===== src/rtl/selg_pkg.sv =====
package selg_pkg;

  localparam int VALUE_BITS_DEF = 16;
  localparam int PHASE_BITS_DEF = 24;

  // shared multiplier operand width
  localparam int MW = 32;
  localparam int MUL_DIGIT = 4;

  localparam int DUR_W = 22;
  localparam int DT_W = 16;
  localparam int RATE_W = 11;
  localparam int DEPTH_W = 16;
  localparam int DECAY_W = 16;
  localparam int ELAPSED_W = 32;
  localparam int CFG_IDX_W = 3;
  localparam int CFG_DATA_W = 22;

  localparam logic [DUR_W-1:0] MIN_DURATION = DUR_W'(66);

  typedef enum logic [1:0] {
    OP_TICK = 2'd0,
    OP_TRIG = 2'd1,
    OP_SOFT = 2'd2,
    OP_NOP  = 2'd3
  } selg_op_t;

  localparam logic [2:0] MODE_FREE     = 3'd0;
  localparam logic [2:0] MODE_ASC      = 3'd1;
  localparam logic [2:0] MODE_DESC     = 3'd2;
  localparam logic [2:0] MODE_OSC      = 3'd3;
  localparam logic [2:0] MODE_ASC_OSC  = 3'd4;
  localparam logic [2:0] MODE_DESC_OSC = 3'd5;

  localparam logic [1:0] CURVE_LIN    = 2'd0;
  localparam logic [1:0] CURVE_SQUARE = 2'd1;
  localparam logic [1:0] CURVE_SQRT   = 2'd2;
  localparam logic [1:0] CURVE_SMOOTH = 2'd3;

  localparam logic [CFG_IDX_W-1:0] REG_MODE   = 3'd0;
  localparam logic [CFG_IDX_W-1:0] REG_CURVE  = 3'd1;
  localparam logic [CFG_IDX_W-1:0] REG_DUR    = 3'd2;
  localparam logic [CFG_IDX_W-1:0] REG_RATE   = 3'd3;
  localparam logic [CFG_IDX_W-1:0] REG_DEPTH  = 3'd4;
  localparam logic [CFG_IDX_W-1:0] REG_LOOP   = 3'd5;
  localparam logic [CFG_IDX_W-1:0] REG_DECAY  = 3'd6;

  // quarter-wave sine polynomial, Q30, Horner order
  localparam logic [31:0] SINE_K0 = 32'd172272;
  localparam logic [31:0] SINE_K [4] = '{32'd5026991, 32'd85569306,
                                         32'd693598668, 32'd1686629713};

  typedef struct packed {
    logic          start;
    logic [MW-1:0] a;
    logic [MW-1:0] b;
  } selg_mul_req_t;

endpackage


===== src/rtl/selg_div.sv =====
module selg_div import selg_pkg::*; #(
  parameter int VALUE_BITS = VALUE_BITS_DEF
) (
  input  logic                  clk,
  input  logic                  rst_n,
  input  logic                  start,
  input  logic [DUR_W-1:0]      num,
  input  logic [DUR_W-1:0]      den,
  output logic                  done,
  output logic [VALUE_BITS-1:0] quot
);

  localparam int CW = $clog2(VALUE_BITS + 1);

  logic [DUR_W-1:0]      rem_r, den_r;
  logic [VALUE_BITS-1:0] q_r;
  logic [CW-1:0]         cnt_r;
  logic                  busy_r, done_r;
  logic [DUR_W:0]        rem2;
  logic                  ge;

  // num < den on entry, so the remainder always fits the divisor width
  assign rem2 = {rem_r, 1'b0};
  assign ge = rem2 >= {1'b0, den_r};

  always_ff @(posedge clk) begin
    if (!rst_n) begin
      busy_r <= 1'b0;
      done_r <= 1'b0;
      cnt_r  <= '0;
    end else begin
      done_r <= 1'b0;
      if (start) begin
        rem_r  <= num;
        den_r  <= den;
        q_r    <= '0;
        cnt_r  <= '0;
        busy_r <= 1'b1;
      end else if (busy_r) begin
        rem_r <= ge ? DUR_W'(rem2 - {1'b0, den_r}) : DUR_W'(rem2);
        q_r   <= {q_r[VALUE_BITS-2:0], ge};
        cnt_r <= cnt_r + CW'(1);
        if (cnt_r == CW'(VALUE_BITS - 1)) begin
          busy_r <= 1'b0;
          done_r <= 1'b1;
        end
      end
    end
  end

  assign done = done_r;
  assign quot = q_r;

endmodule


===== config.mk =====
export PLATFORM = sky130hd
export DESIGN_NAME = selg_div
export DESIGN_NICKNAME = d
export VERILOG_FILES = /design/src/rtl/selg_pkg.sv /design/src/rtl/selg_div.sv
export SDC_FILE = /design/constraint.sdc
export NUM_CORES = 1
export LEC_CHECK = 0
export BUFFER_PORTS_ARGS = -buffer_cell sky130_fd_sc_hd__clkbuf_2
export CAP_MARGIN = 20
export CORE_MARGIN = 5
export CORE_UTILIZATION = 51
export DETAILED_ROUTE_END_ITERATION = 6
export HOLD_SLACK_MARGIN = 0.06
export PLACE_DENSITY = 0.88
export SETUP_SLACK_MARGIN = 0.15
export SYNTH_ARGS = -nofsm -noshare
export SYNTH_HDL_FRONTEND = slang
export SYNTH_SLANG_ARGS = --single-unit

===== constraint.sdc =====
create_clock -name clk -period 2.2 [get_ports clk]
set_input_delay 0.11 -clock clk [delete_from_list [all_inputs] [get_ports clk]]
set_output_delay 0.11 -clock clk [all_outputs]
set_load 0.01 [all_outputs]

# After elaboration in Yosys (flattened, before gate mapping)
# Cells that the tools add are included.
[classes] bitwise_logic=2 reduce_logical=5 add_sub_neg=2 mux=8 order_cmp=1 n_eq_ne=1
[ops] cell="$mux W22" count=3
[ops] cell="$ge A23 B22 Y1" count=1
[ops] cell="$sub A22 B22 Y22" count=1
[ops] cell="$mux W16" count=1
[ops] cell="$add A5 B1 Y5 const B" count=1
[ops] cell="$eq A5 B4 Y1 const B" count=1
[ops] cell="$mux W1" count=4
[ops] cell="$reduce_and A2 Y1" count=2
[ops] cell="$reduce_or A3 Y1" count=1
[ops] cell="$not A1 Y1" count=2
[ops] cell="$reduce_bool A2 Y1" count=1
[ops] cell="$reduce_or A2 Y1" count=1
[word_totals] word_cells=25 in_bits=47 out_inout_bits=17 ff_bits=67

# Logic depth before layout (Yosys ltp)
[logic_depth] ltp_word=4 depth_mapped=12 ltp_nobuf=11

# Worst setup path after synthesis
# No wires, ideal clock.
[synth_timing] path_kind="flip-flop to flip-flop" startpoint="reg rem_r[15]" endpoint="reg rem_r[10] (data pin)" t_required_ns=1.939 t_arrival_ns=2.158 stages_incl_launch_ff=12 n_path_buf=2 period_less_slack_ns=2.419 setup_time_ns=0.261 slack_ns=-0.219 cell_sequence="edfxtp_1 ha_1 buf_6 and4_4 and4_4 nand4_1 nand2_1 or3_1 buf_6 nand2_2 inv_2 a221o_1"
[synth_between] elab_chain_cells=4
[synth_rtl] item="from (decl)" line_no="selg_div.sv:15" source="logic [DUR_W-1:0] rem_r, den_r;"
[synth_rtl] item="from (signal assigned)" line_no="selg_div.sv:34" source="rem_r <= num;"
[synth_rtl] item="from (signal assigned)" line_no="selg_div.sv:40" source="rem_r <= ge ? DUR_W'(rem2 - {1'b0, den_r}) : DUR_W'(rem2);"
[synth_rtl] item="$ge A23 B22 Y1" line_no="selg_div.sv:24" source="assign ge = rem2 >= {1'b0, den_r};"
[synth_rtl] item="$mux W22" line_no="selg_div.sv:40"
[synth_rtl] item="$mux W22" line_no="selg_div.sv:39" source="end else if (busy_r) begin"
[synth_rtl] item="$mux W22" line_no="selg_div.sv:33" source="if (start) begin"
# No other way between the ends. The select of a mux whose other input is x is not followed.
# A chain may end at the register's enable or synchronous reset.

# Worst setup path in the final report
[layout_timing] startpoint="reg rem_r[0]" endpoint="reg rem_r[10] (data pin)"
[layout_between] elab_chain_cells=4 elab_cells_between_ends=5 cone_classes="add/sub: 1; order compare: 1; mux: 3"
[layout_rtl] item="$sub A22 B22 Y22 / $ge A23 B22 Y1 (equally long branches)" line_no="selg_div.sv:40, selg_div.sv:24"
[layout_rtl] item="$mux W22 (*)" line_no="selg_div.sv:40"
[layout_rtl] item="$mux W22 (*)" line_no="selg_div.sv:39"
[layout_rtl] item="$mux W22 (*)" line_no="selg_div.sv:33"
# Mark *: on every way between the ends. The rest lies on a longest branch, timed or not. The select of a mux whose other input is x is not followed.

==> impl_metrics.toml <==
[worst_setup_path]
worst_setup_path_start_kind = "flop"
crit_type = "reg2reg"
endpoint_kind = "flop"
crit_arrival_ps = 2690
critical_path.max_fanout = 3
required_ps = 2300

[power]
power_density_nw_per_um2 = 675
p_leak_nw = 2.52
vdd_ir_drop_max_mv = 0.545

[synthesis]
synth.avg_cell_area_um2 = 10.5
seq_area_frac_synth = 0.494
synth_top_family_by_area = "compound AO/OA/AOI/OAI gates"
synth_edf_count = 60
synth-xor-area-share = 0.0334
synth_fp_nets = 445
netlist_instances = 373
synth_compound_area_frac = 0.162
synth_area_um2 = 3930
synth_ff_type = "edfxtp_1"
synthDistinctLibCells = 48
yosysWarningCount = 0
async_reset_ff_frac = 0
synth_mux_area_frac = 0.0305
synthSimpleGateAreaFrac = 0.148
synth_fa_ha_area_frac = 0.0815
ys_seq_elements = 67

[layout]
finalCoreUtilization = 0.779
final_common_cell = "buf_4"
area_growth_pct = 50.7
fillCellCount = 477
diodes = 0
drive_gt1_frac = 0.444
final_cell_mix = "buf_4 (86), clkbuf_2 (63), edfxtp_1 (60)"
stdcell_area_um2 = 5930
fin_nets = 623

[placement]
place_area_um2 = 4860
routabilityCongestion = 0.900
place_worst_setup_slack_ps = -357
dp_hpwl_um = 7130
io_buffer_count = 63

[global_route]
grt_overflow = 0
first_global_vias = 3748
grt_pass1_wl_um = 17500
grt_usage = 0.227
antenna_found_initial = 0
grt_max_degree = 37

[floorplanning]
die_h_um = 97.8
io_pins = 64
start_util = 0.517
die-area_um2 = 9570
core_um2 = 7610
fp-row-count = 32
die_x_um = 97.8

[cts]
htreeDepth = 3
cts_tree = "built"
clk_pin_slew_ps = 70
cts_max_path_buffers = 2
cts_sinks = 67
insertion_delay_ps = 350
clockRootBuffer = "clkbuf_8"
cts_inserted_buffers = 9

[route]
vias = 3610
first_pass_iters = 6
via_per_inst = 5.49
drt-total-wl_um = 11100
wl_per_cell_um = 16.8
ant_nets = 0
drt_iter0_drc = 206
drc = 0

[hold_path]
hold_class = "in2reg"

[sta]
layout_setup_ws_ps = -390
final_hold_viol_count = 0
finClkSkew_ps = 8.98
post-route-min-period_ps = 2590
finalSetupViolCount = 23
rsz0062_at_grt = "yes"
finalMaxSlewViolations = 0
fmax_mhz = 386
maxSlewHeadroom = 0.513
worstMarginPinSlew_ps = 730
period_share = 1.18

[flow_run]
max_cap_viol_count = 0

[outcome]
violations = "setup timing"
status = "complete, but fails checks"
-- metrics by stage --
step,hold slack [ps],instances,TNS [ps],power (mW)
after floorplan,209,373,-1090,2.24
after global placement,287,590,-3740,2.59
after detailed placement,289,590,-5400,2.64
after CTS,61.2,646,-3230,3.86
after global routing,73.4,658,-6140,4.20
final,72.1,658,-4250,4.00
-- flip-flops by register name, summed over array words and instances, names as in the netlist --
name    count
den_r      22
cnt_r       5
quot       16
done        1
rem_r      22
busy_r      1
-- area by class of cell --
class | instances | area [um^2] | share of cell area
Tap cell | 102 | 128 | 0.0215
Timing Repair Buffer | 182 | 1310 | 0.221
Clock inverter | 5 | 33.8 | 0.00570
Sequential cell | 67 | 1940 | 0.328
Multi-Input combinational cell | 262 | 2240 | 0.378
Inverter | 29 | 109 | 0.0184
Clock buffer | 11 | 163 | 0.0274
-- routing by layer --
metal  track usage  share of wire
met3        0.0479          0.048
met5             0              0
met2         0.424           0.54
met1         0.254           0.40
met4        0.0820          0.021
-- power by group --
| group | switching, mW | total [mW] | internal, mW |
|---|---|---|---|
| sequential | 0.0615 | 1.57 | 1.51 |
| combinational | 0.683 | 1.43 | 0.744 |
| clock | 0.494 | 1.00 | 0.509 |
-- what timing repair did --
item,4_1_cts,5_1_grt
endpoints found under the hold margin,23,0
buffers inserted,17,12
cloned,0,0
pin swaps,23,11
resized for setup,52,26
hold buffers,23,0
endpoints found under the setup margin,23,23
-- cell families after synthesis --
logic type,Yosys count
buffers and inverters,44
AND/OR/NAND/NOR,115
AO/OA/AOI/OAI,95
flip-flops,67
adder cells (fa/ha/maj),25
XOR/XNOR,15
multiplexers,12
-- synthesized netlist by cell type (5+ instances only) --
library cell	number	area share
a21o_1	8	0.015
nor2_1	32	0.031
xor2_1	10	0.022
mux2i_1	12	0.031
and3_1	5	0.0080
nor2b_1	17	0.027
dfxtp_1	7	0.036
edfxtp_1	60	0.46
ha_1	24	0.076
clkbuf_1	8	0.0076
o211ai_1	5	0.0095
nor3_1	9	0.011
a2bb2oi_1	5	0.011
a21oi_2	5	0.011
a21oi_1	28	0.036
or3_1	6	0.0095
xnor2_1	5	0.011
nand4_1	6	0.0095
inv_1	28	0.027
o21ai_0	16	0.020
nand2_1	21	0.020
nand3_1	7	0.0089
-- worst paths after layout --
| check | startpoint | endpoint | slack (ps) | depth (start not counted) |
|---|---|---|---|---|
| worst max-delay path | rem_r[0] | rem_r[10] | -390 | 8 |
| worst min-delay path | num[6] | rem_r[6] | 70 | 3 |
| worst max register to register | rem_r[0] | rem_r[10] | -390 | 8 |
| worst min register to register | cnt_r[4] | cnt_r[4] | 490 | 2 |
-- critical path, cell delays in order, from the launching register on --
cell	delay, ps
edfxtp_1	490
fa_2	440
a21oi_4	170
o21ai_0	130
a21oi_1	290
o21ai_1	160
nand4_1	120
o311ai_0	160
a221o_1	370
Power figures use the tool's default switching activity.
