**config.mk**
```make
export PLATFORM = sky130hd
export DESIGN_NAME = selg_mul
export DESIGN_NICKNAME = d
export VERILOG_FILES = /design/src/rtl/selg_pkg.sv /design/src/rtl/selg_mul.sv
export SDC_FILE = /design/constraint.sdc
export NUM_CORES = 1
export LEC_CHECK = 0
export BUFFER_PORTS_ARGS = -buffer_cell sky130_fd_sc_hd__buf_2
export CAP_MARGIN = 20
export CORE_ASPECT_RATIO = 1.4
export CORE_MARGIN = 5
export CORE_UTILIZATION = 45
export DETAILED_ROUTE_END_ITERATION = 10
export PLACE_DENSITY_LB_ADDON = 0.15
export REMOVE_ABC_BUFFERS = 1
export SLEW_MARGIN = 20
export SYNTH_ARGS = -nofsm -noshare
export SYNTH_HDL_FRONTEND = slang
export SYNTH_SLANG_ARGS = --single-unit
```
**constraint.sdc**
```tcl
create_clock -name clk -period 4.75 [get_ports clk]
set_input_delay 0.95 -clock clk [delete_from_list [all_inputs] [get_ports clk]]
set_output_delay 0.95 -clock clk [all_outputs]
set_load 0.02 [all_outputs]
```
**src/rtl/selg_pkg.sv**
```systemverilog
package selg_pkg;

  localparam int VALUE_BITS_DEF = 16;
  localparam int PHASE_BITS_DEF = 24;

  // shared multiplier operand width
  localparam int MW = 32;
  localparam int MUL_DIGIT = 4;

  localparam int DUR_W = 22;
  localparam int DT_W = 16;
  localparam int RATE_W = 11;
  localparam int DEPTH_W = 16;
  localparam int DECAY_W = 16;
  localparam int ELAPSED_W = 32;
  localparam int CFG_IDX_W = 3;
  localparam int CFG_DATA_W = 22;

  localparam logic [DUR_W-1:0] MIN_DURATION = DUR_W'(66);

  typedef enum logic [1:0] {
    OP_TICK = 2'd0,
    OP_TRIG = 2'd1,
    OP_SOFT = 2'd2,
    OP_NOP  = 2'd3
  } selg_op_t;

  localparam logic [2:0] MODE_FREE     = 3'd0;
  localparam logic [2:0] MODE_ASC      = 3'd1;
  localparam logic [2:0] MODE_DESC     = 3'd2;
  localparam logic [2:0] MODE_OSC      = 3'd3;
  localparam logic [2:0] MODE_ASC_OSC  = 3'd4;
  localparam logic [2:0] MODE_DESC_OSC = 3'd5;

  localparam logic [1:0] CURVE_LIN    = 2'd0;
  localparam logic [1:0] CURVE_SQUARE = 2'd1;
  localparam logic [1:0] CURVE_SQRT   = 2'd2;
  localparam logic [1:0] CURVE_SMOOTH = 2'd3;

  localparam logic [CFG_IDX_W-1:0] REG_MODE   = 3'd0;
  localparam logic [CFG_IDX_W-1:0] REG_CURVE  = 3'd1;
  localparam logic [CFG_IDX_W-1:0] REG_DUR    = 3'd2;
  localparam logic [CFG_IDX_W-1:0] REG_RATE   = 3'd3;
  localparam logic [CFG_IDX_W-1:0] REG_DEPTH  = 3'd4;
  localparam logic [CFG_IDX_W-1:0] REG_LOOP   = 3'd5;
  localparam logic [CFG_IDX_W-1:0] REG_DECAY  = 3'd6;

  // quarter-wave sine polynomial, Q30, Horner order
  localparam logic [31:0] SINE_K0 = 32'd172272;
  localparam logic [31:0] SINE_K [4] = '{32'd5026991, 32'd85569306,
                                         32'd693598668, 32'd1686629713};

  typedef struct packed {
    logic          start;
    logic [MW-1:0] a;
    logic [MW-1:0] b;
  } selg_mul_req_t;

endpackage

```
**src/rtl/selg_mul.sv**
```systemverilog
module selg_mul import selg_pkg::*; (
  input  logic              clk,
  input  logic              rst_n,
  input  selg_mul_req_t     req,
  output logic              done,
  output logic [2*MW-1:0]   prod
);

  localparam int NDIG = MW / MUL_DIGIT;
  localparam int CW = $clog2(NDIG);

  logic [MW-1:0]   a_r, b_r;
  logic [2*MW-1:0] acc_r, acc_nxt;
  logic [CW-1:0]   cnt_r;
  logic            busy_r, done_r;

  // one digit of b per cycle, most significant first
  assign acc_nxt = (acc_r << MUL_DIGIT)
                 + (2*MW)'(a_r * b_r[MW-1 -: MUL_DIGIT]);

  always_ff @(posedge clk) begin
    if (!rst_n) begin
      busy_r <= 1'b0;
      done_r <= 1'b0;
      cnt_r  <= '0;
    end else begin
      done_r <= 1'b0;
      if (req.start) begin
        a_r    <= req.a;
        b_r    <= req.b;
        acc_r  <= '0;
        cnt_r  <= '0;
        busy_r <= 1'b1;
      end else if (busy_r) begin
        acc_r <= acc_nxt;
        b_r   <= b_r << MUL_DIGIT;
        cnt_r <= cnt_r + CW'(1);
        if (cnt_r == CW'(NDIG - 1)) begin
          busy_r <= 1'b0;
          done_r <= 1'b1;
        end
      end
    end
  end

  assign done = done_r;
  assign prod = acc_r;

endmodule

```
After elaboration in Yosys (flattened, before gate mapping)
Index checks and enable logic that the tools add are counted.
Operators by class
  multipliers: 1
  bitwise operators: 2
  muxes and demuxes: 7
  equal/unequal tests: 1
  add/subtract/negate cells: 2
  reduce and logical (&&, ||, !) cells: 5
Operators by type and width (number)
  64-bit by 36-bit adder with 64-bit output: 1
  32-bit 2-to-1 mux: 2
  64-bit 2-to-1 mux: 1
  32-bit by 4-bit multiplier with 36-bit output: 1
  1-bit 2-to-1 mux: 4
  2-bit AND reduction: 2
  3-bit by 1-bit adder with 3-bit output (second input constant): 1
  3-bit equality test (second input constant): 1
  3-bit OR reduction: 1
  1-bit NOT: 2
  2-bit nonzero test: 1
  2-bit OR reduction: 1
Word-level totals
  register bits: 133
  input port bits: 67

Logic depth before layout (Yosys ltp)
Gate-level depths: netlist of run 1.
  depth after elaboration: 4
  gate-level depth with buffers: 20
  mapped depth without buffers: 17

Worst setup path after synthesis of run 1
OpenSTA, ideal clock, no wires.
  kind: reg2reg
  from: register b_r[31]
  to: register acc_r[58] (netlist: prod[58]), data pin
  path buffers: 2
  path slack: -0.002 ns
  setup time: 0.262 ns
  stages on the path, launching flop included: 18
  data required time: 4.488 ns
  arrival: 4.490 ns
  path through: edfxtp_1 clkbuf_1 and2_1 fa_1 fa_1 inv_1 fa_1 inv_1 ha_1 buf_2 and4_4 nand2b_1 nand2b_1 a21boi_2 a2111oi_4 o21ai_4 a2111oi_4 mux2_1
Between the ends
  longest elaborated chain between the ends: 3
RTL lines
  from (decl): RTL line selg_mul.sv:12  | logic [MW-1:0] a_r, b_r;
  from (signal assigned): RTL line selg_mul.sv:30  | b_r <= req.b;
  from (signal assigned): RTL line selg_mul.sv:36  | b_r <= b_r << MUL_DIGIT;
  32-bit by 4-bit multiplier with 36-bit output: RTL line selg_mul.sv:19  | + (2*MW)'(a_r * b_r[MW-1 -: MUL_DIGIT]);
  64-bit by 36-bit adder with 64-bit output: RTL line selg_mul.sv:19
  64-bit 2-to-1 mux: RTL line selg_mul.sv:34  | end else if (busy_r) begin
  to (signal assigned): RTL line selg_mul.sv:35  | acc_r <= acc_nxt;
  to (decl): RTL line selg_mul.sv:13  | logic [2*MW-1:0] acc_r, acc_nxt;
No other way between the ends. The select of a mux whose other input is x is not followed.
A chain may end at the register's enable or synchronous reset.

Worst setup path after layout of run 1
  from: register b_r[30]
  to: register acc_r[62] (netlist: prod[62]), data pin
Same word-level chain as after synthesis.

==> flow_summary.yaml, run 1 <==
setup_path:
  cp-endpoint: "prod[62]$_SDFFCE_PP0P_"
  slowest_stage: "fa_1"
  cp.required_ns: 4.93
  reg2reg_to: "prod[62]$_SDFFCE_PP0P_"
  ff2ff_setup_slack_ns: -0.16
  critPathMaxStageDelay_ns: 0.55
  crit_chain: "buf_4 > clkbuf_16 > and2_1 > fa_1 > fa_1 > inv_1 > fa_1 > inv_1 > ha_4 > nand2_1 > nor2_2 > nand4_1 > buf_4 > a2111oi_4 > buf_4 > o21ai_4 > a2111oi_4 > mux2_4"
  critical_path_class: "flop to flop"
  worstSetupEndpointType: "flop"
  start_kind: "flop"
  crit_arrival_ns: 5.09
  cp-startpoint: "b_r[30]$_DFFE_PP_"
  crit_fanout: 6
  r2r-start: "b_r[30]$_DFFE_PP_"
  ff2ff_path_depth: 18
power_and_ir_drop:
  max-vdd-ir-drop_v: 0.0003692
  power_density_nw_per_um2: 649.7
  power_leakage_nw: 5.901
placed_design:
  post-place-ws_ns: -0.4426
  dp.final_hpwl_um: 20570
  gp_congestion: 0.9062
  placedCellCount: 1508
  place_area_um2: 12320
  portBuffers: 131
cells_and_area:
  fillCellCount: 2054
  fin_util_pct: 59.00
  nets: 1444
  stdcell_area_um2: 13740
  finalNonFillerCells: 1559
  seqCellArea_um2: 3944
  final_cell_mix: "133 x inv_1, 131 x buf_2, 130 x and2_1"
  multi_input_area_um2: 6675
  drive_gt1_share_pct: 33.52
  layout_commonest_cell: "inv_1"
  insertedDiodeCount: 0
  syn_to_final_growth_pct: 28.76
detailed_routing:
  ant_nets: 0
  drtIter0Drc: 384
  wl_um: 28140
  drc: 0
  first_pass_iters: 4
  num_vias: 8117
  via_per_inst: 5.207
  wl_per_cell_um: 18.05
grt:
  grt_pass1_wl_um: 43540
  antenna_found_initial: 0
  grt_use_met1_pct: 22.95
  grt.met3_usage_pct: 4.209
  met2_usage_pct: 38.44
  grt.overflow.total: 0
  first_global_vias: 8596
  grt_max_degree: 74
  grt.busiest_layer: "met2"
  grt_use_total_pct: 20.51
cts:
  cts.path.max_buffers: 2
  clock-sinks: 133
  cts_root_buffer: "clkbuf_16"
  cts_made_buffers: 17
  clk_latency_ns: 0.43
  clk_pin_slew_worst_paths_ns: 0.07
  htreeDepth: 4
  cts_tree: "built"
logic_synthesis:
  syn-cell-area_um2: 10670
  postSynthCellCount: 1010
  yosysUniqueCellTypes: 66
  syn_avg_cell_area_um2: 10.57
  ys_ff_latch: 133
  synth-edff-count: 128
  ys_warn_count: 0
  synth-main-ff-cell: "edfxtp_1"
  async_flop_share_pct: 0
  seq_area_frac_synth_pct: 36.96
floorplanning:
  die_h_um: 192.2
  floorplan.rows: 66
  coreArea_um2: 23290
  start_util_pct: 45.83
  ios: 132
  die_width_um: 140.2
  fp.dieArea_um2: 26940
sta:
  setup_viol: 24
  fmax_mhz: 203.5
  slew_violations: 0
  final_hold_viol_count: 0
  period_needed_ns: 4.914
  period_share_pct: 103.5
  slew_headroom_pct: 51.50
  fin_skew_ns: 0.009908
  setup_tns_ns: -2.066
  finalWorstSetupSlack_ns: -0.1640
  max_slew.worst_pin.slew_ns: 0.7248
  rsz0062_at_grt: "yes"
status:
  outcome: "finished, violations left"
  violations: "negative setup slack"
worst_hold_path:
  holdPathStages: 2
  hold_path_class: "flop to flop"
run:
  cap_violations: 0
[state kept, by name (all words and copies together), names as in the netlist]
| register | cells |
|---|---|
| cnt_r | 3 |
| done | 1 |
| a_r | 32 |
| busy_r | 1 |
| prod | 64 |
| b_r | 32 |
[per-layer routing]
| layer | vias to the layer above | share of wire (%) |
|---|---|---|
| met5 | - | 0 |
| met4 | 0 | 3.0 |
| met3 | 50 | 4.0 |
| met2 | 181 | 55 |
| met1 | 4040 | 38 |
| li1 | 3846 | - |
[area by class of cell]
type | count | share of cell area (%)
clock inverters | 15 | 1.038
clock buffers | 17 | 3.096
repair buffers | 247 | 12.08
well taps | 306 | 2.786
flip-flops and latches | 133 | 28.70
multi-input cells | 705 | 48.58
inverters | 136 | 3.715
[critical path, delay by kind of cell, from the launching register on]
| family | cells | cell delay, ns |
|---|---|---|
| AOI/OAI and AO/OA | 3 | 0.76 |
| adders and majority gates | 4 | 1.82 |
| buffers and inverters | 6 | 0.82 |
| DFF | 1 | 0.43 |
| muxes | 1 | 0.33 |
| and+or+nand+nor | 4 | 0.47 |
[where the power goes]
group / internal (W) / switching [W]
combinational: 0.00279 / 0.00310
clock: 0.000732 / 0.000575
sequential: 0.00158 / 0.000146
total: 0.00510 / 0.00382
[cells in the mapped netlist, types with 6 or more instances]
cell type | count | area (µm²)
inv_1 | 136 | 510.5
and2_1 | 133 | 832.1
edfxtp_1 | 128 | 3844
fa_1 | 91 | 1822
nor2_1 | 69 | 259.0
a21oi_1 | 52 | 260.3
nand2_1 | 52 | 195.2
ha_1 | 46 | 575.6
mux2_2 | 42 | 473.0
clkbuf_1 | 24 | 90.09
nand3_1 | 22 | 110.1
o21ai_0 | 21 | 105.1
nor2b_1 | 19 | 118.9
xnor2_1 | 18 | 157.7
nand4_1 | 15 | 93.84
xor2_1 | 14 | 122.6
a21o_1 | 13 | 97.59
and3_1 | 12 | 75.07
o21bai_1 | 7 | 52.55
buf_2 | 6 | 30.03
[what timing repair did]
item                       CTS  global route
pin swaps                   18            62
buffers inserted             3            12
hold buffers                 0             0
resized for setup           37            90
setup endpoints to repair   31            42
cloned                       0             4
hold endpoints to repair     0             0
[metrics by stage]
stage / hold slack (ns) / power (W)
3_5_place_dp: 0.4949 / 0.006612
6_report: 0.5012 / 0.008928
4_1_cts: 0.5093 / 0.008183
5_1_grt: 0.5508 / 0.009591
2_1_floorplan: 0.4646 / 0.004722
3_3_place_gp: 0.4828 / 0.006603
[cells by family (layout without fill, tap and decap cells)]
family                     Yosys count  count (layout)  synth area share (%)
adders and majority gates          137             137                 22.46
buffers and inverters              172             415                 6.191
DFF                                133             133                 36.96
AOI/OAI and AO/OA                  141             141                 9.345
xor gates and xnor gates            32              32                 2.626
and+or+nand+nor                    349             349                 17.59
muxes                               46              46                 4.831
[worst min-delay path by stage]
stage / from / end / slack [ns]
final: cnt_r[1]$_SDFFE_PP0P_ / cnt_r[1]$_SDFFE_PP0P_ / 0.50
after global routing: cnt_r[0]$_SDFFE_PP0P_ / cnt_r[0]$_SDFFE_PP0P_ / 0.55
after CTS: cnt_r[1]$_SDFFE_PP0P_ / cnt_r[1]$_SDFFE_PP0P_ / 0.51
after floorplan: cnt_r[1]$_SDFFE_PP0P_ / cnt_r[1]$_SDFFE_PP0P_ / 0.46
after global placement: cnt_r[1]$_SDFFE_PP0P_ / cnt_r[1]$_SDFFE_PP0P_ / 0.48
after detailed placement: cnt_r[1]$_SDFFE_PP0P_ / cnt_r[1]$_SDFFE_PP0P_ / 0.49
Note: power is estimated with default switching activity, not from simulation.
==> inputs of run 2 (changes only) <==
--- a/config.mk
+++ b/config.mk
@@ -11,7 +11,7 @@
 export CORE_MARGIN = 5
 export CORE_UTILIZATION = 45
 export DETAILED_ROUTE_END_ITERATION = 10
-export PLACE_DENSITY_LB_ADDON = 0.15
+export PLACE_DENSITY = 0.77
 export REMOVE_ABC_BUFFERS = 1
 export SLEW_MARGIN = 20
 export SYNTH_ARGS = -nofsm -noshare
==> flow_summary.yaml, run 2 (synthesis gave the netlist of run 1 again) <==
status:
  outcome: "finished, violations left"
  violations: "negative setup slack"
cells_and_area:
  largest_reg_flops: 64
  insertedDiodeCount: 0
  fin_util_pct: 60.82
  final_cell_mix: "130 x buf_2, 128 x edfxtp_1, 118 x inv_1"
  layout_commonest_cell: "buf_2"
  finalNonFillerCells: 1570
  drive_gt1_share_pct: 39.24
  nets: 1455
  fillCellCount: 1843
  syn_to_final_growth_pct: 32.71
setup_path:
  start_kind: "flop"
  crit_fanout: 7
  cp-startpoint: "b_r[31]$_DFFE_PP_"
  ff2ff_setup_slack_ns: -0.16
  worstSetupEndpointType: "flop"
  critical_path_class: "flop to flop"
  r2r-start: "b_r[31]$_DFFE_PP_"
  crit_arrival_ns: 5.10
  cp.required_ns: 4.93
floorplanning:
  fp.dieArea_um2: 26940
  die_width_um: 140.2
  floorplan.rows: 66
  ios: 132
  coreArea_um2: 23290
  start_util_pct: 45.83
  die_h_um: 192.2
placed_design:
  gp_congestion: 0.9283
  portBuffers: 131
  post-place-ws_ns: -0.3343
  dp.final_hpwl_um: 20520
  placedCellCount: 1506
worst_hold_path:
  hold_path_class: "flop to flop"
  min_from: "cnt_r[2]$_SDFFE_PP0P_"
grt:
  grt.overflow.total: 0
  grt_max_degree: 54
  antenna_found_initial: 0
  grt_pass1_wl_um: 46690
  first_global_vias: 9088
  grt_use_total_pct: 22.15
cts:
  clock-sinks: 133
  cts_tree: "built"
  cts.path.max_buffers: 2
  clk_pin_slew_worst_paths_ns: 0.06
  clk_latency_ns: 0.44
  htreeDepth: 4
  cts_root_buffer: "clkbuf_16"
  cts_made_buffers: 17
power_and_ir_drop:
  clkPwrFrac_pct: 14.8
  seqPwrFrac_pct: 18.1
  power_density_nw_per_um2: 679.3
  p_sw_share_pct: 42.32
  p_switching_w: 0.004072
  internal-power_w: 0.005549
  combinationalPowerShare_pct: 67.1
  max-vdd-ir-drop_v: 0.0003521
  power_leakage_nw: 6.017
  totalPowerFinal_w: 0.009620
sta:
  slew_violations: 0
  fmax_mhz: 203.5
  setup_viol: 18
  slew_headroom_pct: 47.35
  rsz0062_at_grt: "yes"
  max_slew.worst_pin.slew_ns: 0.7897
  final_hold_viol_count: 0
  fin_hold_ws_ns: 0.5059
  finalWorstSetupSlack_ns: -0.1638
  fin_skew_ns: 0.01340
  period_needed_ns: 4.914
  period_share_pct: 103.4
detailed_routing:
  drc: 0
  wl_per_cell_um: 18.99
  ant_nets: 0
  via_per_inst: 5.445
  num_vias: 8549
  drtIter0Drc: 488
  wl_um: 29810
  first_pass_iters: 5
run:
  cap_violations: 0
## run 2: changes by cell type in the layout (fill, tap and decap cells not counted), sizes merged
cell / change
buf: +13
clkinv: +1
bufinv: +3
clkinvlp: +1
inv: -5
clkbuf: -2
## run 2: worst max-delay path, stage by stage (launching register included)
cell and delay, ns:
edfxtp_1 0.47, buf_6 0.18, buf_16 0.14, and2_1 0.15
fa_1 0.47, fa_1 0.55, inv_1 0.05, fa_1 0.51
inv_2 0.05, ha_4 0.27, and4_4 0.25, nand2b_4 0.06
nand2b_4 0.08, a21boi_4 0.07, a2111oi_4 0.33, buf_4 0.19
o21ai_4 0.11, a2111oi_4 0.42, mux2_4 0.33
## run 2: metal layers
metal	up-vias	track usage (%)	routed length [µm]
met5	-	0	0
met3	96	5.031	1929
met2	343	40.65	16170
met4	0	10.59	1357
met1	4233	23.97	10360
li1	3877	-	-
## run 2: power groups by stage
stage | clock [W] | sequential [W] | combinational [W]
6_report | 0.00143 | 0.00174 | 0.00645
5_1_grt | 0.00149 | 0.00176 | 0.00697
4_1_cts | 0.00144 | 0.00173 | 0.00573
3_5_place_dp | 0 | 0.00175 | 0.00489
3_3_place_gp | 0 | 0.00175 | 0.00481
2_1_floorplan | 0 | 0.00188 | 0.00284
## run 2: area by class of cell
| cell class | count | area (µm²) | share of cell area, % |
|---|---|---|---|
| clock buffer | 17 | 425.4 | 3.004 |
| clock inverter | 15 | 203.9 | 1.440 |
| inverter | 136 | 510.5 | 3.605 |
| multi-input combinational | 705 | 6907 | 48.77 |
| sequential | 133 | 3944 | 27.85 |
| tap | 306 | 382.9 | 2.703 |
| timing repair buffer | 258 | 1789 | 12.63 |
## run 2: final timing paths
path	endpoint	depth (start not counted)
hold reg to reg	cnt_r[2]$_SDFFE_PP0P_	2
setup / recovery	prod[62]$_SDFFCE_PP0P_	18
setup reg to reg	prod[62]$_SDFFCE_PP0P_	18
hold / removal	cnt_r[2]$_SDFFE_PP0P_	2
## run 2: what timing repair did
item                       4_1_cts  5_1_grt
gates resized for setup        116       95
hold buffers                     0        0
setup endpoints to repair       33       43
setup buffers                   18       13
cloned                           4        0
pin swaps                      103       58
## run 2: metrics by stage
step / setup TNS, ns / instance area [µm²]
after floorplan: -0.3448 / 10520
after global placement: -2.693 / 12350
after detailed placement: -5.001 / 12350
after CTS: -0.3009 / 13780
after global routing: -5.033 / 14160
final: -1.049 / 14160
