<file path="config.mk">
export PLATFORM = sky130hd
export DESIGN_NAME = selg_sqrt
export DESIGN_NICKNAME = d
export VERILOG_FILES = /design/src/rtl/selg_pkg.sv /design/src/rtl/selg_sqrt.sv
export SDC_FILE = /design/constraint.sdc
export NUM_CORES = 1
export LEC_CHECK = 0
export ABC_AREA = 1
export BUFFER_PORTS_ARGS = -buffer_cell sky130_fd_sc_hd__buf_4
export CAP_MARGIN = 15
export CORE_MARGIN = 2
export CORE_UTILIZATION = 55
export DETAILED_ROUTE_END_ITERATION = 8
export GPL_TIMING_DRIVEN = 0
export PLACE_DENSITY = 0.75
export SYNTH_ARGS = -nofsm -noshare
export SYNTH_HDL_FRONTEND = slang
export SYNTH_SLANG_ARGS = --single-unit
</file>
<file path="constraint.sdc">
create_clock -name clk -period 9.5 [get_ports clk]
set_input_delay 0 -clock clk [delete_from_list [all_inputs] [get_ports clk]]
set_output_delay 0 -clock clk [all_outputs]
set_load 0.02 [all_outputs]
</file>
<file path="src/rtl/selg_pkg.sv">
package selg_pkg;

  localparam int VALUE_BITS_DEF = 16;
  localparam int PHASE_BITS_DEF = 24;

  // shared multiplier operand width
  localparam int MW = 32;
  localparam int MUL_DIGIT = 4;

  localparam int DUR_W = 22;
  localparam int DT_W = 16;
  localparam int RATE_W = 11;
  localparam int DEPTH_W = 16;
  localparam int DECAY_W = 16;
  localparam int ELAPSED_W = 32;
  localparam int CFG_IDX_W = 3;
  localparam int CFG_DATA_W = 22;

  localparam logic [DUR_W-1:0] MIN_DURATION = DUR_W'(66);

  typedef enum logic [1:0] {
    OP_TICK = 2'd0,
    OP_TRIG = 2'd1,
    OP_SOFT = 2'd2,
    OP_NOP  = 2'd3
  } selg_op_t;

  localparam logic [2:0] MODE_FREE     = 3'd0;
  localparam logic [2:0] MODE_ASC      = 3'd1;
  localparam logic [2:0] MODE_DESC     = 3'd2;
  localparam logic [2:0] MODE_OSC      = 3'd3;
  localparam logic [2:0] MODE_ASC_OSC  = 3'd4;
  localparam logic [2:0] MODE_DESC_OSC = 3'd5;

  localparam logic [1:0] CURVE_LIN    = 2'd0;
  localparam logic [1:0] CURVE_SQUARE = 2'd1;
  localparam logic [1:0] CURVE_SQRT   = 2'd2;
  localparam logic [1:0] CURVE_SMOOTH = 2'd3;

  localparam logic [CFG_IDX_W-1:0] REG_MODE   = 3'd0;
  localparam logic [CFG_IDX_W-1:0] REG_CURVE  = 3'd1;
  localparam logic [CFG_IDX_W-1:0] REG_DUR    = 3'd2;
  localparam logic [CFG_IDX_W-1:0] REG_RATE   = 3'd3;
  localparam logic [CFG_IDX_W-1:0] REG_DEPTH  = 3'd4;
  localparam logic [CFG_IDX_W-1:0] REG_LOOP   = 3'd5;
  localparam logic [CFG_IDX_W-1:0] REG_DECAY  = 3'd6;

  // quarter-wave sine polynomial, Q30, Horner order
  localparam logic [31:0] SINE_K0 = 32'd172272;
  localparam logic [31:0] SINE_K [4] = '{32'd5026991, 32'd85569306,
                                         32'd693598668, 32'd1686629713};

  typedef struct packed {
    logic          start;
    logic [MW-1:0] a;
    logic [MW-1:0] b;
  } selg_mul_req_t;

endpackage

</file>
<file path="src/rtl/selg_sqrt.sv">
module selg_sqrt import selg_pkg::*; #(
  parameter int VALUE_BITS = VALUE_BITS_DEF
) (
  input  logic                  clk,
  input  logic                  rst_n,
  input  logic                  start,
  input  logic [VALUE_BITS-1:0] u,
  output logic                  done,
  output logic [VALUE_BITS-1:0] root
);

  localparam int V = VALUE_BITS;
  localparam int CW = $clog2(V + 1);

  logic [2*V-1:0] val_r;
  logic [V+1:0]   rem_r;
  logic [V-1:0]   root_r;
  logic [CW-1:0]  cnt_r;
  logic           busy_r, done_r;
  logic [V+1:0]   remx, trial;
  logic           ge;

  // partial remainder stays below 2^V before the shift, so no bits are lost
  assign remx  = {rem_r[V-1:0], val_r[2*V-1 -: 2]};
  assign trial = {root_r, 2'b01};
  assign ge    = remx >= trial;

  always_ff @(posedge clk) begin
    if (!rst_n) begin
      busy_r <= 1'b0;
      done_r <= 1'b0;
      cnt_r  <= '0;
    end else begin
      done_r <= 1'b0;
      if (start) begin
        val_r  <= {u, {V{1'b0}}};
        rem_r  <= '0;
        root_r <= '0;
        cnt_r  <= '0;
        busy_r <= 1'b1;
      end else if (busy_r) begin
        val_r  <= val_r << 2;
        rem_r  <= ge ? remx - trial : remx;
        root_r <= {root_r[V-2:0], ge};
        cnt_r  <= cnt_r + CW'(1);
        if (cnt_r == CW'(V - 1)) begin
          busy_r <= 1'b0;
          done_r <= 1'b1;
        end
      end
    end
  end

  assign done = done_r;
  assign root = root_r;

endmodule
</file>
After elaboration in Yosys (flattened, before gate mapping)

Cells that the tools add are included.

Order comparisons: 1
$add $sub $neg: 2
$mul: 0
Divide/modulo/power cells: 0
Reductions and logical operators: 4
Mux-type cells: 9
Bitwise operators: 2
Eq/ne operators: 1
Shift-type cells: 0

Operator list:

| operator              | number |
|---|---|
| $mux W32              | 2 |
| $mux W16              | 3 |
| $ge A18 B18 Y1        | 1 |
| $sub A16 B16 Y16      | 1 |
| $add A5 B1 Y5 const B | 1 |
| $eq A5 B4 Y1 const B  | 1 |
| $mux W1               | 4 |
| $reduce_or A3 Y1      | 1 |
| $not A1 Y1            | 2 |
| $reduce_and A2 Y1     | 1 |
| $reduce_bool A2 Y1    | 1 |
| $reduce_or A2 Y1      | 1 |

Word-level logic and storage cells: 26
Bits in writable memories: 0
Bits in latches: 0
Output and inout bits: 17
Memories kept: 0
ROM bits: 0
Register bits after elaboration: 69

Longest topological paths before layout

Gate-level depths: netlist of run 1.

Depth in word-level cells: 4
Gate-level depth with buffers: 14
Depth with buffers taken out: 14

Least setup slack after synthesis of run 1

No wires, ideal clock.

Path kind: register to register
Start: register busy_r
End: register rem_r[0], enable pin
Arrival: 2876 ps
Setup slack: 6153 ps
Cell stages (with the launch flop): 3
Buffers on the path: 0
Cell sequence: dfxtp_1 inv_1 a21oi_1

Word-level cells in the longest chain between the ends: 2

Ends and longest elaborated chain:

| what                                | line            | source |
|---|---|---|
| from (decl)                         | selg_sqrt.sv:19 | `logic busy_r, done_r;` |
| from (signal assigned)              | selg_sqrt.sv:30 | `busy_r <= 1'b0;` |
| from (signal assigned)              | selg_sqrt.sv:40 | `busy_r <= 1'b1;` |
| from (signal assigned)              | selg_sqrt.sv:47 | `busy_r <= 1'b0;` |
| $reduce_bool A2 Y1 (no source line) | --              |  |
| $reduce_and A2 Y1 (no source line)  | --              |  |
| to (signal assigned)                | selg_sqrt.sv:43 | `rem_r <= ge ? remx - trial : remx;` |
| to (decl)                           | selg_sqrt.sv:16 | `logic [V+1:0] rem_r;` |

No other way between the ends.
A chain may end at the register's enable or synchronous reset.

Worst setup path after layout of run 1

Start: register root_r[7], in the netlist root[7]
End: register rem_r[6], data pin

Word-level cells in the longest chain between the ends: 3

Ends and longest elaborated chain:

| what                   | line            | source |
|---|---|---|
| from (decl)            | selg_sqrt.sv:17 | `logic [V-1:0] root_r;` |
| from (signal assigned) | selg_sqrt.sv:44 | `root_r <= {root_r[V-2:0], ge};` |
| $ge A18 B18 Y1         | selg_sqrt.sv:26 | `assign ge = remx >= trial;` |
| $mux W16               | selg_sqrt.sv:43 |  |
| $mux W16               | selg_sqrt.sv:41 | `end else if (busy_r) begin` |

No other way between the ends. The select of a mux whose other input is x is not followed.

==> out/metrics.cfg, run 1 <==
[placed_design]
dpl.hpwl_microns = 5760
place_ws_ps = 7340
gp_congestion = 0.910
port_buffers = 34
place_area_sq_mm = 0.00386

[final_layout]
nNetsFinal = 562
final_util_pct = 68.4
drive_above_1_share_pct = 12.6
antennaDiodeCount = 0
syn_to_final_growth_pct = 18.5
final_area_sq_mm = 0.00412

[routing]
ant_nets = 0
drc = 0
drt-initial-drc-count = 95
viasPerCell = 4.96
wl_per_cell_microns = 12.6
via_count = 2970
dr.pass1.iters = 4
wl_microns = 7530

[cts]
cts-hold-fix-buffers = 16
cts.clk_slew.worst_paths_ps = 100
cts.sinks = 55
clockRootBuffer = clkbuf_8
numCtsBuffers = 5
tritoncts = yes
cts_htree_levels = 2
cts_setup_buffers = 0
clockBufferDepth = 2
cts_resized = 0
clkLatencyLatePin_ps = 320

[timing]
setup_slack_ps = 7310
post-route-period-util_pct = 23.1
fin_crit_ps = 2190
setup_violations = 0
skew_ps = 11.8
drv_slew = 0
finalHoldViolCount = 0
max_clock_freq_ghz = 0.456
rsz0062_at_grt = false
max_slew_margin_pct = 55.0
tightest_slew_ps = 673
fin_tns_setup_ps = 0

[logic_synthesis]
yosysUniqueCellTypes = 26
netlist_area_sq_mm = 0.00348
yosysSeqAreaShare_pct = 45.5
avgSynthCellArea_sq_um = 7.47
netlist_instances = 465
ys_seq_elements = 55
synth_top_area_share_pct = 41.5
yosysWarningCount = 0
netlist_top_cells_area = edfxtp_1 (41%), nand2_1 (18%), inv_1 (8.5%), ha_1 (7.2%), nor2_1 (6.8%)
yosysTopAreaCell = edfxtp_1
synth_nets = 504

[grt]
grt-ovfl-total = 0
grt_pass1_vias = 3012
antenna_found_initial = 0
grt_pass1_wl_microns = 13300
grt_usage_pct = 23.3
grt_max_degree = 32

[setup_path]
critical_path.max_fanout = 7
cp-end-kind = register
cp_cell_sequence = inv_1 > ha_1 > nand2_2 > inv_2 > nand2_1 > nand2_2 > inv_2 > nand3_2 > nand2_4 > nand2_4 > inv_1 > nor2_1 > nor2_1
critPathLaunchType = register
crit_slowest_cell = edfxtp_1
critical_path.top_delay_family = simple AND/OR/NAND/NOR gates
startpoint = root[7]
cp.required_ps = 9650
reg2reg_depth = 13
r2r_end = rem_r[6]
worst_ep_arrival_time_ps = 2350
crit_buf_inv = 4
critical_path_class = reg2reg
cp_slowest_stage_delay_ps = 380
rr_startpoint = root[7]
reg2reg_slack_ps = 7310

[flow_run]
maxCapViolations = 0

[die]
start_util_pct = 57.7
num_rows = 28
core_area_sq_mm = 0.00603
dieArea_sq_mm = 0.00697
design.portCount = 36
die_x_microns = 83.5
die_y_microns = 83.5

[power]
power.density_cell_area_mw_per_mm2 = 149
power.static_leakage_nw = 2.10
irDropWorstVdd_mv = 0.0932

[hold_path]
whs_path_depth = 2
hp-class = in2reg
min_from = start
whs_endpoint = busy_r

[status]
status = finished, final reports clean

-- layout by cell type (no fill, tap or decap), types with 4 or more instances in the layout --
master | Yosys | routed
nand2_1 | 167 | 167
inv_1 | 79 | 79
nor2_1 | 63 | 63
edfxtp_1 | 48 | 48
buf_4 | 0 | 34
ha_1 | 20 | 20
nand3_1 | 17 | 17
dlygate4sd3_1 | 0 | 16
a21oi_1 | 13 | 12
dfxtp_1 | 7 | 7
nand2_2 | 6 | 6
o21ai_0 | 6 | 6
clkbuf_8 | 0 | 6
clkbuf_1 | 5 | 5
nand4_1 | 5 | 5
inv_2 | 4 | 4
-- synth_stat cells --
cell / instances
and2_1: 2
nor2_1: 63
buf_6: 2
inv_1: 79
inv_2: 4
nand3_1: 17
xor2_1: 3
nand2_2: 6
a21oi_1: 13
nor2_4: 1
buf_2: 2
nand3b_1: 1
nor2_2: 3
dfxtp_1: 7
nand2_1: 167
xnor2_1: 3
edfxtp_1: 48
o21a_1: 1
nand2_4: 2
ha_1: 20
nand3_2: 2
nor3_1: 2
nand4_1: 5
and3_1: 1
o21ai_0: 6
clkbuf_1: 5
-- through the flow --
stage                     power, mW  hold WS, ps  instances
final                         0.615          113        599
after global routing          0.654          154        599
after floorplan               0.423          173        465
after detailed placement      0.470          263        575
after CTS                     0.614          108        599
after global placement        0.466          258        574
-- sequential cells by signal, summed over array words and instances (netlist names) --
register / count
done: 1
val_r: 16
busy_r: 1
cnt_r: 5
rem_r: 16
root: 16
-- how the worst max path moves through the flow --
stage / end / depth (start not counted)
after floorplan: rem_r[0] / 2
after global placement: rem_r[13] / 2
after detailed placement: rem_r[6] / 13
after CTS: rem_r[6] / 13
after global routing: rem_r[6] / 13
final: rem_r[6] / 13
-- routing by layer --
metal  up-vias  global-route usage (%)  share of wire [%]
met5         -                       0                  0
met4         0                    7.92                2.4
met3        14                    4.45                6.2
met2        83                    41.4                 48
met1      1319                    28.4                 43
li1       1554                       -                  -
-- cell type report --
| cell class | instances | area, sq um |
|---|---|---|
| Inverter | 83 | 312 |
| Tap cell | 75 | 93.8 |
| Multi-Input combinational cell | 318 | 1540 |
| Buffer | 9 | 51.3 |
| Fill cell | 524 | 1910 |
| Clock inverter | 2 | 20.0 |
| Timing Repair Buffer | 51 | 435 |
| Clock buffer | 6 | 82.6 |
| Sequential cell | 55 | 1580 |
-- kinds of logic after synthesis --
family / share of synthesized area (%)
buffers and inverters: 10.4
adder cells (fa/ha/maj): 7.20
XOR/XNOR: 1.51
AND/OR/NAND/NOR: 32.4
flip-flops: 45.5
AO/OA/AOI/OAI: 2.95
-- report_power, final --
group / internal (mW) / total, mW / leakage (nW) / switching, mW
combinational: 0.0672 / 0.180 / 1.52 / 0.113
sequential: 0.284 / 0.292 / 0.525 / 0.00804
clock: 0.0616 / 0.143 / 0.0533 / 0.0819
total: 0.413 / 0.615 / 2.10 / 0.202
No activity file was read; power rests on OpenSTA's default activity.
==> run 2, diff against run 1 <==
==> constraint.sdc (replaced) <==
create_clock -name clk -period 2.3 [get_ports clk]
set_input_delay 0 -clock clk [delete_from_list [all_inputs] [get_ports clk]]
set_output_delay 0 -clock clk [all_outputs]
set_load 0.02 [all_outputs]
==> out/metrics.cfg, run 2 (same netlist as run 1, synthesis figures left out) <==
[status]
status = finished, final reports clean

[routing]
via_count = 3000
drt-initial-drc-count = 192
dr.pass1.iters = 4
viasPerCell = 5.01
wl_microns = 7840
ant_nets = 0
wl_per_cell_microns = 13.1
drc = 0

[setup_path]
critical_path.max_fanout = 7
reg2reg_slack_ps = 150
rr_startpoint = rem_r[7]
cp-end-kind = register
r2r_end = rem_r[14]
worst_ep_arrival_time_ps = 2230
critPathLaunchType = register
reg2reg_depth = 10
critical_path_class = reg2reg
cp.required_ps = 2390

[grt]
grt_usage_pct = 23.0
grt_max_degree = 32
grt-ovfl-total = 0
grt_pass1_wl_microns = 13100
grt_pass1_vias = 2935
antenna_found_initial = 0

[timing]
skew_ps = 9.97
setup_violations = 0
fin_crit_ps = 2150
rsz0062_at_grt = false
drv_slew = 0
finalHoldViolCount = 0
tightest_slew_ps = 682
max_clock_freq_ghz = 0.466
post-route-period-util_pct = 93.3
max_slew_margin_pct = 54.4
fin_tns_setup_ps = 0

[cts]
clockBufferDepth = 2
numCtsBuffers = 5
clkLatencyLatePin_ps = 320
cts_htree_levels = 2
cts.clk_slew.worst_paths_ps = 110
clockRootBuffer = clkbuf_8
cts.sinks = 55
tritoncts = yes

[final_layout]
final_cell_mix = nand2_1 (166), inv_1 (78), nor2_1 (62)
drive_above_1_share_pct = 15.1
syn_to_final_growth_pct = 21.2
stdcell_count = 599
final_common_cell = nand2_1
antennaDiodeCount = 0
nNetsFinal = 562

[die]
die_y_microns = 83.5
design.portCount = 36
core_area_sq_mm = 0.00603
num_rows = 28
start_util_pct = 57.7
dieArea_sq_mm = 0.00697
die_x_microns = 83.5

[hold_path]
hp-class = in2reg
min_from = start
whs_path_depth = 2
whs_endpoint = busy_r

[power]
power.density_cell_area_mw_per_mm2 = 611
power.static_leakage_nw = 2.09
irDropWorstVdd_mv = 0.349

[placed_design]
dpl.hpwl_microns = 5740
dp.cells = 575
gp_congestion = 0.934
port_buffers = 34

[flow_run]
maxCapViolations = 0

run 2: changes by cell type in the layout (fill, tap and decap cells not counted), sizes merged:
cell      previous run  this run
clkbuf              11        10
clkinvlp             0         1
run 2: how the worst max path moves through the flow:
stage	slack, ps	end	start	cells past startpoint
floorplan	350	rem_r[0]	root[7]	13
global placement	120	rem_r[13]	busy_r	2
detailed placement	180	rem_r[6]	root[5]	13
CTS	130	rem_r[6]	root[5]	13
global route	4	rem_r[6]	rem_r[11]	12
finish	150	rem_r[14]	rem_r[7]	10
run 2: layer usage:
| metal | up-vias | share of wire (%) | global-route usage, % |
|---|---|---|---|
| met5 | - | 0 | 0 |
| met4 | 0 | 1.1 | 4.84 |
| met3 | 8 | 4.8 | 4.06 |
| met2 | 72 | 51 | 41.9 |
| met1 | 1369 | 43 | 28.7 |
| li1 | 1551 | - | - |
run 2: what timing repair did:
action | in CTS | in global routing
setup buffers | 0 | 0
resized for setup | 0 | 16
hold buffers | 16 | 0
setup endpoints to repair | 0 | 7
hold endpoints to repair | 16 | 0
run 2: final cells by class:
class	instances	area, sq um
flip-flops and latches	55	1580
clock inverters	3	22.5
plain buffers	9	51.3
well taps	75	93.8
inverters	83	315
repair buffers	51	435
multi-input cells	318	1640
clock buffers	5	68.8
fillers	511	1810
run 2: metrics by stage:
stage / worst slack [ps] / hold WS, ps / instance area [sq um] / power (mW) / utilization (%)
floorplan: 349 / 173 / 3490 / 1.75 / -
global placement: 120 / 258 / 3840 / 1.92 / 63.7
detailed placement: 183 / 266 / 3860 / 1.94 / 64.0
CTS: 130 / 108 / 4110 / 2.52 / 68.2
global route: 4.35 / 113 / 4210 / 2.73 / 69.9
finish: 154 / 95.7 / 4210 / 2.57 / 69.9
run 2: critical path: stages (launching register included):
cell and delay [ps]:
edfxtp_1 430, ha_2 410, nand2_2 110, nor2_2 150
nand3_2 90, nand3_2 110, nand2_4 110, nand2_4 120
clkinvlp_4 180, nor2_2 160, nor2_1 50
run 2: report_power, final:
group	leakage (nW)	total (mW)	internal (mW)	switching (mW)
clock network	0.0489	0.576	0.222	0.355
registers	0.525	1.21	1.17	0.0381
logic	1.52	0.784	0.308	0.476
total	2.09	2.57	1.70	0.869
==> run 3, diff against run 2 <==
--- a/config.mk
+++ b/config.mk
@@ -8,6 +8,7 @@
 export ABC_AREA = 1
 export BUFFER_PORTS_ARGS = -buffer_cell sky130_fd_sc_hd__buf_4
 export CAP_MARGIN = 15
+export CORE_ASPECT_RATIO = 1.1
 export CORE_MARGIN = 2
 export CORE_UTILIZATION = 55
 export DETAILED_ROUTE_END_ITERATION = 8
==> out/metrics.cfg, run 3 (same netlist as run 1, synthesis figures left out) <==
[status]
status = finished, final reports clean

[power]
power.static_leakage_nw = 2.09
switching_share_pct = 33.4
power_frac_seq_pct = 47.4
power.density_cell_area_mw_per_mm2 = 606
irDropWorstVdd_mv = 0.381
clkPwrFrac_pct = 22.2
total_power_mw = 2.55
pwr-share-comb_pct = 30.4
p_int_mw = 1.70
p_sw_mw = 0.852

[final_layout]
final_area_sq_mm = 0.00421
final_common_cell = nand2_1
antennaDiodeCount = 0
stdcell_count = 606
syn_to_final_growth_pct = 21.1
final_cell_mix = nand2_1 (167), inv_1 (78), nor2_1 (60)
nNetsFinal = 564
drive_above_1_share_pct = 14.6

[die]
die_y_microns = 87.4
start_util_pct = 56.5
design.portCount = 36
dieArea_sq_mm = 0.00697
num_rows = 30
die_x_microns = 79.8
core_area_sq_mm = 0.00616

[timing]
finalHoldViolCount = 0
tightest_slew_ps = 683
fin_tns_setup_ps = 0
rsz0062_at_grt = false
max_clock_freq_ghz = 0.465
skew_ps = 10.6
post-route-period-util_pct = 93.5
setup_violations = 0
max_slew_margin_pct = 54.4
drv_slew = 0
fin_crit_ps = 2150
fin_hold_ws_ps = 92.6

[routing]
dr.pass1.iters = 4
viasPerCell = 4.88
wl_microns = 7800
ant_nets = 0
drc = 0
drt-initial-drc-count = 133
via_count = 2958
wl_per_cell_microns = 12.9

[setup_path]
critPathLaunchType = register
rr_startpoint = root[7]
r2r_end = root[0]
reg2reg_depth = 13
critical_path.max_fanout = 7
reg2reg_slack_ps = 150
crit_slowest_cell = edfxtp_1
cp.required_ps = 2350
worst_ep_arrival_time_ps = 2200
critical_path_class = reg2reg
cp_slowest_stage_delay_ps = 420
cp-end-kind = register
cp_cell_sequence = inv_1 > ha_2 > nand2_2 > inv_2 > nand2_1 > nand2_2 > inv_2 > nand3_2 > nand2_4 > nand2_4 > clkinvlp_4 > buf_4 > nor2_1

[placed_design]
dp.cells = 580
port_buffers = 34
gp_congestion = 0.910
dpl.hpwl_microns = 5640
place_area_sq_mm = 0.00386

[cts]
clkLatencyLatePin_ps = 310
cts_htree_levels = 2
cts.clk_slew.worst_paths_ps = 110
clockRootBuffer = clkbuf_8
clockBufferDepth = 2
tritoncts = yes
numCtsBuffers = 5
cts.sinks = 55

[hold_path]
min_from = start
whs_endpoint = busy_r
whs_path_depth = 2
hp-class = in2reg

[grt]
antenna_found_initial = 0
grt_usage_pct = 23.4
grt_max_degree = 32
grt_pass1_vias = 2825
grt_pass1_wl_microns = 12800
grt-ovfl-total = 0

[flow_run]
maxCapViolations = 0

run 3: power by group through the flow:
stage               sequential (mW)  combinational [mW]  clock [mW]
CTS                            1.21               0.732       0.580
floorplan                      1.24               0.506           0
detailed placement             1.23               0.706           0
global placement               1.23               0.686           0
global route                   1.22               0.880       0.602
finish                         1.21               0.775       0.565
run 3: final cells by class:
cell class,instances,area [sq um]
flip-flops and latches,55,1580
inverters,83,315
repair buffers,53,450
clock inverters,2,16.3
fillers,523,1950
clock buffers,6,72.6
plain buffers,9,51.3
multi-input cells,318,1620
well taps,80,100
run 3: layer usage:
metal,track usage (%),vias to the layer above,share of wire (%)
met2,41.3,66,51
met4,7.24,0,1.4
met5,0,-,0
met1,28.9,1335,43
li1,-,1551,-
met3,4.77,6,4.7
run 3: worst max path at each step:
stage                       start       end  slack [ps]
after CTS                 root[6]  rem_r[6]         180
after global routing      root[7]  rem_r[6]           8
final                     root[7]   root[0]         150
after floorplan           root[7]  rem_r[0]         350
after global placement     busy_r  root[14]         110
after detailed placement  root[6]  rem_r[6]         220
run 3: through the flow:
stage	setup slack, ps	utilization [%]
floorplan	349	-
global placement	114	62.4
detailed placement	225	62.7
CTS	177	66.8
global route	8.17	68.4
finish	150	68.4
run 3: repair_timing:
| item | in CTS | in global routing |
|---|---|---|
| setup endpoints to repair | 0 | 11 |
| hold buffers | 16 | 0 |
| gates resized for setup | 0 | 13 |
| buffers inserted | 0 | 2 |
| endpoints found under the hold margin | 16 | 0 |
run 3: worst max-delay path, delay by kind of cell (launching register included):
family	cells	cell delay, ps
fa+ha+maj	1	310
buf+inv	5	520
flops	1	420
simple gates	7	640
